$ cat src/rtl/veta_ram.sv
// Generic single-port synchronous RAM with registered read.
`timescale 1ns / 1ps
module veta_ram #(
  parameter int Width = 8,
  parameter int Depth = 16
) (
  input  logic                     clk,
  input  logic                     we,
  input  logic [$clog2(Depth)-1:0] addr,
  input  logic [Width-1:0]         wdata,
  output logic [Width-1:0]         rdata
);
  logic [Width-1:0] mem [Depth];
  always_ff @(posedge clk) begin
    if (we) begin
      mem[addr] <= wdata;
    end
    rdata <= mem[addr];
  end
endmodule

$ cat config.mk
export PLATFORM = sky130hd
export DESIGN_NAME = veta_ram
export DESIGN_NICKNAME = d
export VERILOG_FILES = /design/src/rtl/veta_ram.sv
export SDC_FILE = /design/constraint.sdc
export NUM_CORES = 1
export LEC_CHECK = 0
export BUFFER_PORTS_ARGS = -buffer_cell sky130_fd_sc_hd__buf_2
export CORE_MARGIN = 3
export CORE_UTILIZATION = 60
export CTS_CLUSTER_DIAMETER = 30
export DETAILED_ROUTE_END_ITERATION = 7
export PLACE_DENSITY_LB_ADDON = 0.1
export SYNTH_ARGS = -nofsm -noshare
export SYNTH_HDL_FRONTEND = slang
export SYNTH_SLANG_ARGS = --single-unit
$ cat constraint.sdc
create_clock -name clk -period 2.18 [get_ports clk]
set_input_delay 0.327 -clock clk [delete_from_list [all_inputs] [get_ports clk]]
set_output_delay 0.327 -clock clk [all_outputs]
set_load 0.02 [all_outputs]
==> key figures <==
Global route
  • Largest net degree at the start of global routing: 24
  • Number of global-route vias before repair: approximately 2500
  • Global routing's busiest layer: met2
  • Initial antenna violation count: 0
  • Met1 usage: 31.56%
  • Global route overflow: 0
  • First-pass GRT wire length: 15350 um
  • Total GRT Usage: between 20 and 25%
  • GR Util met3: 5.429%
  • Met2 GRT Util: 34.82%

Die
  • DIE AREA: 9584 sq um
  • Vert. Die Dim: 97.90 um
  • Top Ports: 22
  • Die Wd: 97.90 um
  • Num rows: 32
  • Initial core utilization: 63.60%
  • Core Region: approximately 8000 sq um

Power and ir drop
  • Power per cell area: 1053 nW/um^2
  • Pwr Total: 6.422 mW
  • Peak supply drop: roughly 570 uV
  • Leak Pwr: roughly 2.1 nW

Logic synthesis
  • Post-synth cell types: 18
  • Seq/Total Area, Yosys: 79.01%
  • Syn Area/Cell: about 22 sq um
  • Async SR Flop Fraction: 0%
  • Ys flop type: edfxtp_1
  • Synth warn: 0
  • Post-synth EDFFs: between 100 and 150
  • Syn Inst Count: 230
  • Synth Register Bits: between 100 and 150
  • Mapped cell area: between 5000 and 6000 sq um
  • Synth Net Count: 244

Min path
  • Worst hold path type: in -> reg
  • Hold path start: wdata[3]

Setup path
  • Critical path type: reg -> reg
  • Cells along the critical path: mux4_2 > a22oi_1 > nand2_1
  • Critical Path Max Stage Delay: between 400 and 500 ps
  • FF-to-FF Start: mem[3][0]
  • Worst Setup Start Kind: register
  • Data arrival time of the critical path: 1780 ps
  • CP endpoint kind: register
  • Worst Path Max Fanout: 1
  • Worst Setup SP: mem[3][0]
  • Worst Path Required: 2590 ps
  • R2R setup slack: ~810 ps
  • Slowest cell on crit path: mux4_2

Finish
  • Post-route insts no fill: approximately 400
  • Final Net Count: 296
  • Final Instance Area: 6097 sq um
  • Share of cells above drive strength 1: 36.95%
  • Layout area overhead: 20.32%
  • N_diodes: 0
  • Most frequent cells in the layout: edfxtp_1, mux4_2, buf_4
  • Leading cell type in the layout, fill and taps excluded: edfxtp_1
  • Util after Layout: ~77%

Clock network
  • Root buffer cell: clkbuf_8
  • CTS tree: yes
  • Sink Count: between 100 and 150
  • CTS hold repair buffers: 0
  • Worst-path clk slew: ~60 ps
  • CTS Buffer Depth: 2
  • Clock latency on the worst-skew pair: 520 ps
  • Post-CTS Resized: 0
  • H-tree levels: 4
  • Total setup buffers inserted after CTS: 0
  • CTS Buf Count: 17

Detailed routing
  • DRC violations left: 0
  • 1st-pass router iterations: 5
  • DR iter-0 viols: 250
  • Antenna-violating nets left: 0
  • Wire per inst: 24.29 um
  • Vias: 2451
  • Vias/cell: 6.174
  • DRT Wirelength: 9645 um

Placed design
  • Number of port buffers: 21
  • DP Cell Count: 365
  • Final GP Congestion: around 0.75
  • Setup WS pre-CTS: 447.4 ps
  • Area after DPL: roughly 5400 sq um
  • Dpl hpwl: ~5600 um

Timing
  • Final worst-path cycle share: a little over three fifths
  • Final Setup Violations: 0
  • Slew HR: between 50% and 60%
  • Top achievable clock speed: 731.6 MHz
  • Skew final: 6.331 ps
  • Worst Setup Slack, final: 813.1 ps
  • Pins Over Slew Limit: 0
  • TNS Setup: 0 ps
  • RSZ-0062 raised after global routing: no
  • Final hold vios: 0
  • Final worst path period need: 1367 ps
  • Worst-Margin Slew: 682.4 ps
  • Hold WS: about 190 ps

Status
  • Status: finished clean

Flow run
  • Max cap viols: 0
## layout make-up
| cell class | instances | area [sq um] |
|---|---|---|
| well taps | 102 | 127.6 |
| fillers | 426 | 1871 |
| clock inverters | 14 | 244.0 |
| flip-flops and latches | 136 | 4004 |
| clock buffers | 18 | 427.9 |
| repair buffers | 44 | 290.3 |
| multi-input cells | 83 | 1003 |
## sequential cells by signal, summed over array words and instances, names as in the netlist
signal,cells
rdata,8
mem,128
## synthesized netlist by cell type (2+ instances only)
cell type	number	share of area, %
buf_1	4	0.30
edfxtp_1	128	76
mux4_2	32	14
nand2_1	9	0.67
buf_6	2	0.44
clkbuf_1	2	0.15
a22oi_1	16	2.4
nor2b_1	2	0.25
nand3b_1	2	0.30
dfxtp_1	8	3.2
buf_2	2	0.20
nor3_1	4	0.40
nor2_1	13	0.96
nand2b_1	2	0.25
## where the power goes
part | switching [mW] | total (mW) | internal, mW | leakage, nW
sequential | 0.0157 | 2.94 | 2.92 | 1.22
clock | 1.06 | 3.19 | 2.13 | 0.322
combinational | 0.171 | 0.289 | 0.118 | 0.520
## cells by family after synthesis
group	Yosys count	share of synthesized area, %
AND/OR/NAND/NOR	35	3.210
buffers and inverters	11	1.185
flip-flops	136	79.01
AO/OA/AOI/OAI	16	2.370
multiplexers	32	14.22
## per-layer routing
metal	up-vias	part of all wire (%)
met5	-	0
met4	0	1.1
met3	12	8.5
met2	110	51
met1	1264	39
li1	1065	-
## final timing paths
kind,depth (start not counted),endpoint
max,3,rdata[0]
max reg2reg,3,rdata[0]
min,1,mem[5][3]
min reg2reg,3,rdata[5]
## critical path, delay by kind of cell, from the launching register on
kind	cells	cell delay (ps)
DFF	1	390
and+or+nand+nor	1	80
AOI/OAI and AO/OA	1	290
muxes	1	490
No activity file was read; power rests on OpenSTA's default activity.
