$ cat src/rtl/veta_pkg.sv
// Package: constants, types and register codes for the voxel energy/time accumulator.
`timescale 1ns / 1ps
package veta_pkg;
  localparam int MaxChannels = 4096;
  localparam int MaxSegments = 16;
  localparam int ChW = $clog2(MaxChannels);
  localparam int SegW = $clog2(MaxSegments + 1);
  localparam int IdxW = $clog2(MaxSegments);

  localparam logic [2:0] REG_SEG_X = 3'd0;
  localparam logic [2:0] REG_SEG_Y = 3'd1;
  localparam logic [2:0] REG_SEG_Z = 3'd2;
  localparam logic [2:0] REG_LEN_X = 3'd3;
  localparam logic [2:0] REG_LEN_Y = 3'd4;
  localparam logic [2:0] REG_LEN_Z = 3'd5;
  localparam logic [2:0] REG_FRONT_Z = 3'd6;

  localparam logic OP_DEPOSIT = 1'b0;
  localparam logic OP_CLEAR = 1'b1;

  typedef struct packed {
    logic        operation;
    logic [19:0] pos_x;
    logic [19:0] pos_y;
    logic [19:0] pos_z;
    logic [31:0] deposit_energy;
    logic [39:0] deposit_time;
  } in_item_t;

  typedef struct packed {
    logic            accepted;
    logic [11:0]     channel;
    logic            new_entry;
    logic [31:0]     energy_total;
    logic [39:0]     mean_time;
    logic [19:0]     center_x;
    logic [19:0]     center_y;
    logic [19:0]     center_z;
  } out_item_t;

  // divider unit control
  typedef struct packed {
    logic         start;
    logic [127:0] num;
    logic [39:0]  den;
  } div_req_t;
endpackage

$ cat src/rtl/veta_div.sv
// Restoring divider: 128-bit dividend by 40-bit divisor, one quotient bit per cycle.
`timescale 1ns / 1ps
module veta_div (
  input  logic                clk,
  input  logic                rst,
  input  veta_pkg::div_req_t  req,
  output logic                done,
  output logic [127:0]        quot,
  output logic [40:0]         rem
);
  import veta_pkg::*;
  logic [127:0] q;
  logic [40:0]  r;
  logic [39:0]  d;
  logic [7:0]   cnt;
  logic         busy;
  logic [41:0]  shifted;
  logic [41:0]  diff;

  assign shifted = {r, q[127]};
  assign diff = shifted - {2'b0, d};

  always_ff @(posedge clk) begin
    if (rst) begin
      busy <= 1'b0;
      done <= 1'b0;
      cnt <= '0;
    end else begin
      done <= 1'b0;
      if (req.start) begin
        busy <= 1'b1;
        q <= req.num;
        r <= '0;
        d <= req.den;
        cnt <= 8'd128;
      end else if (busy) begin
        if (!diff[41]) begin
          r <= diff[40:0];
          q <= {q[126:0], 1'b1};
        end else begin
          r <= shifted[40:0];
          q <= {q[126:0], 1'b0};
        end
        cnt <= cnt - 8'd1;
        if (cnt == 8'd1) begin
          busy <= 1'b0;
          done <= 1'b1;
        end
      end
    end
  end
  assign quot = q;
  assign rem = r;
endmodule

$ cat config.mk
export PLATFORM = sky130hd
export DESIGN_NAME = veta_div
export DESIGN_NICKNAME = d
export VERILOG_FILES = /design/src/rtl/veta_pkg.sv /design/src/rtl/veta_div.sv
export SDC_FILE = /design/constraint.sdc
export NUM_CORES = 1
export LEC_CHECK = 0
export ABC_AREA = 1
export ABC_CLOCK_PERIOD_IN_PS = 11100
export BUFFER_PORTS_ARGS = -buffer_cell sky130_fd_sc_hd__buf_4
export CAP_MARGIN = 15
export CORE_ASPECT_RATIO = 1.4
export CORE_UTILIZATION = 54
export DETAILED_ROUTE_END_ITERATION = 10
export PLACE_DENSITY = 0.87
export SETUP_SLACK_MARGIN = 0.3
export SLEW_MARGIN = 30
export SYNTH_ARGS = -nofsm -noshare
export SYNTH_HDL_FRONTEND = slang
export SYNTH_SLANG_ARGS = --single-unit
$ cat constraint.sdc
create_clock -name clk -period 11.1 [get_ports clk]
set_input_delay 0.555 -clock clk [delete_from_list [all_inputs] [get_ports clk]]
set_output_delay 0.555 -clock clk [all_outputs]
set_load 0.01 [all_outputs]
==> results.yml <==
yosys:
  synth_top_area_share_pct: 50.0
  ys_ff_latch: 219
  netlist_area_um2: 12600
  ys_types: 39
  ys_seq_area_share_pct: 51.6
  synth.area.top_cells: "edfxtp_1 (50%), nand2_1 (22%), inv_1 (6.0%), ha_1 (4.2%), nor2_1 (3.4%)"
  syn_area_per_cell_um2: 7.97
  synth_largest_area_cell: "edfxtp_1"
  synthArstFlopShare_pct: 0
  synth_common_cells: "nand2_1 (747), edfxtp_1 (209), inv_1 (202)"
  synth_edf_count: 209
  yosysMostFrequentCell: "nand2_1"
  synthFlopType: "edfxtp_1"
  syn-num-nets: 1790
  syn_inst: 1576
  ys_warn_count: 0
worst_setup_path:
  crit_slowest_cell: "a21oi_4"
  cp-end-kind: "flip-flop"
  crit_type: "in -> reg"
  critPathTopFamily: "buffers and inverters"
  regToRegEndpoint: "quot[110]$_DFFE_PP_"
  rr_startpoint: "busy$_SDFF_PP0_"
  rr_worst_depth: 4
  worstSetupStartpointType: "input port"
  worst-r2r-setup-slack_ps: 7980
  worst_path_most_repeated_cell: "buf_4"
  worstPathArrival_ps: 3740
  crit_path_max_incr_delay_ps: 780
  cp.buffers_inverters: 4
  cp_cell_sequence: "buf_4, inv_6, a21oi_4, buf_4, buf_6"
  worstPathRequired_ps: 11230
  path_max_fanout: 91
cts:
  clkLatencyLatePin_ps: 510
  clock-root-buffer: "clkbuf_16"
  numClockSinks: 219
  cts_max_level: 1
  cts_tree: "done"
  postCtsHoldBufs: 0
  clkTransAtPathRegs_ps: 60
  cts_resized: 0
  cts_setup_buffers: 0
  cts_buffer_depth: 3
  cts-buffers-inserted: 23
final_layout:
  drive_gt1_share_pct: 22.4
  final-seq-area_um2: 6480
  syn_to_final_growth_pct: 27.6
  fill_cells: 1773
  final_util_pct: 70.6
  multi_input_area_um2: 5110
  nets: 2120
floorplan:
  die_w_um: 131
  io_pins: 341
  core_area_um2: 22700
  num_rows: 65
  die_h_um: 182
  start_util_pct: 55.3
  dieArea_um2: 23900
power:
  total_power_uw: 2390
  leakagePower_uw: 0.00820
  power_density_nw_per_um2: 149
  peakVddDrop_mv: 0.105
placement:
  place_congestion: 1.07
  pre_cts_ws_ps: 6850
  dp_hpwl_mm: 30.5
  io_buffers: 340
min_path:
  whs_path_depth: 1
  min_from: "req[33]"
  hp-class: "in -> reg"
  whs_endpoint: "d[33]$_DFFE_PP_"
sta:
  rsz0062_at_grt: "no"
  max_freq_mhz: 278
  finalSetupViolCount: 0
  setup_tns_ps: 0
  slew_headroom_pct: 44.2
  setup_slack_ps: 7500
  clock_skew_ps: 16.3
  fin_crit_sh_pct: 32.4
  worst_pin_slew_ps: 837
  hold_violations: 0
  drv_slew: 0
  whs_ps: 212
  fin_crit_ps: 3600
flow_run:
  max_cap_violations: 0
drt:
  avgRoutedWirePerCell_um: 17.9
  dr.pass1.iters: 6
  drt_iter0_markers: 759
  route.detailed.drc: 0
  wl_mm: 39.8
  vias: 11500
  ant_nets: 0
  via_per_inst: 5.17
global_routing:
  grt-ovfl-total: 0
  grt_pass1_vias: 11300
  grt_pass1_wl_mm: 59.5
  grt_max_degree: 92
  antenna_found_initial: 2
  grt_util_all_layers_pct: 33.4
run_status:
  status: "finished, final reports clean"
==> worst reg2reg max path: stages (launching register included) <==
cell and delay (ps):
dfxtp_1 360, inv_1 130, a21oi_4 680, buf_4 790
buf_6 730
==> per-stage QoR <==
| stage | instance area, µm² | cells |
|---|---|---|
| after floorplan | 12600 | 1576 |
| after global placement | 15300 | 2182 |
| after detailed placement | 15300 | 2182 |
| after CTS | 16000 | 2221 |
| after global routing | 16000 | 2223 |
| final | 16000 | 2223 |
==> flip-flops by register name (all words and copies together), names as in the netlist <==
| name | cells |
|---|---|
| quot | 128 |
| done | 1 |
| cnt | 8 |
| rem | 41 |
| busy | 1 |
| d | 40 |
==> metal layers <==
metal / routed length (µm) / GRT usage, % / vias to the layer above
li1: - / - / 5578
met3: 3250 / 7.30 / 126
met5: 0 / 0 / -
met1: 14300 / 37.0 / 5244
met4: 2230 / 17.6 / 0
met2: 20000 / 58.8 / 545
==> kinds of logic after synthesis <==
| group | share of synthesized area (%) |
|---|---|
| simple gates | 31.5 |
| buf+inv | 7.88 |
| flops | 51.6 |
| compound gates | 3.03 |
| fa+ha+maj | 4.34 |
| xor+xnor | 1.67 |
==> area by class of cell <==
type	count	share of cell area (%)
diodes	2	0.0312
clock buffers	25	3.64
clock inverters	14	0.562
inverters	208	4.91
multi-input cells	1109	31.9
flip-flops and latches	219	40.4
well taps	301	2.35
repair buffers	345	16.2
==> worst max-delay path by stage <==
| stage | startpoint | cells after the start | endpoint | slack, ps |
|---|---|---|---|---|
| floorplan | req[168] | 3 | quot[0]$_DFFE_PP_ | 1390 |
| global placement | req[168] | 5 | quot[22]$_DFFE_PP_ | 6690 |
| detailed placement | req[168] | 5 | quot[24]$_DFFE_PP_ | 6850 |
| CTS | req[168] | 5 | quot[76]$_DFFE_PP_ | 7350 |
| global route | req[168] | 5 | quot[78]$_DFFE_PP_ | 7290 |
| finish | req[168] | 5 | quot[110]$_DFFE_PP_ | 7500 |
==> cell usage in the layout, fill, tap and decap left out, types with 2 or more instances in the layout <==
master / instances
and2_1: 2
nand3_2: 3
ha_1: 42
clkbuf_16: 23
a21oi_2: 4
nor2_4: 4
diode_2: 2
clkbuf_1: 2
nor3_1: 16
nor2_2: 23
a21oi_1: 40
dfxtp_1: 10
buf_4: 344
or2_2: 2
nor2_1: 113
a21o_1: 3
nand3_1: 34
edfxtp_1: 209
clkinv_1: 10
nand2_1: 747
xor2_1: 23
inv_2: 5
o21ai_0: 10
nand4_1: 5
inv_1: 201
nand3b_1: 9
nand2_2: 9
clkinv_2: 2
a21boi_0: 2
nand2_4: 3
o21bai_1: 6
==> power by group <==
group	switching, µW	internal (µW)
clock	322	399
combinational	393	240
sequential	42.6	991
total	757	1630
Note: power is estimated with default switching activity, not from simulation.
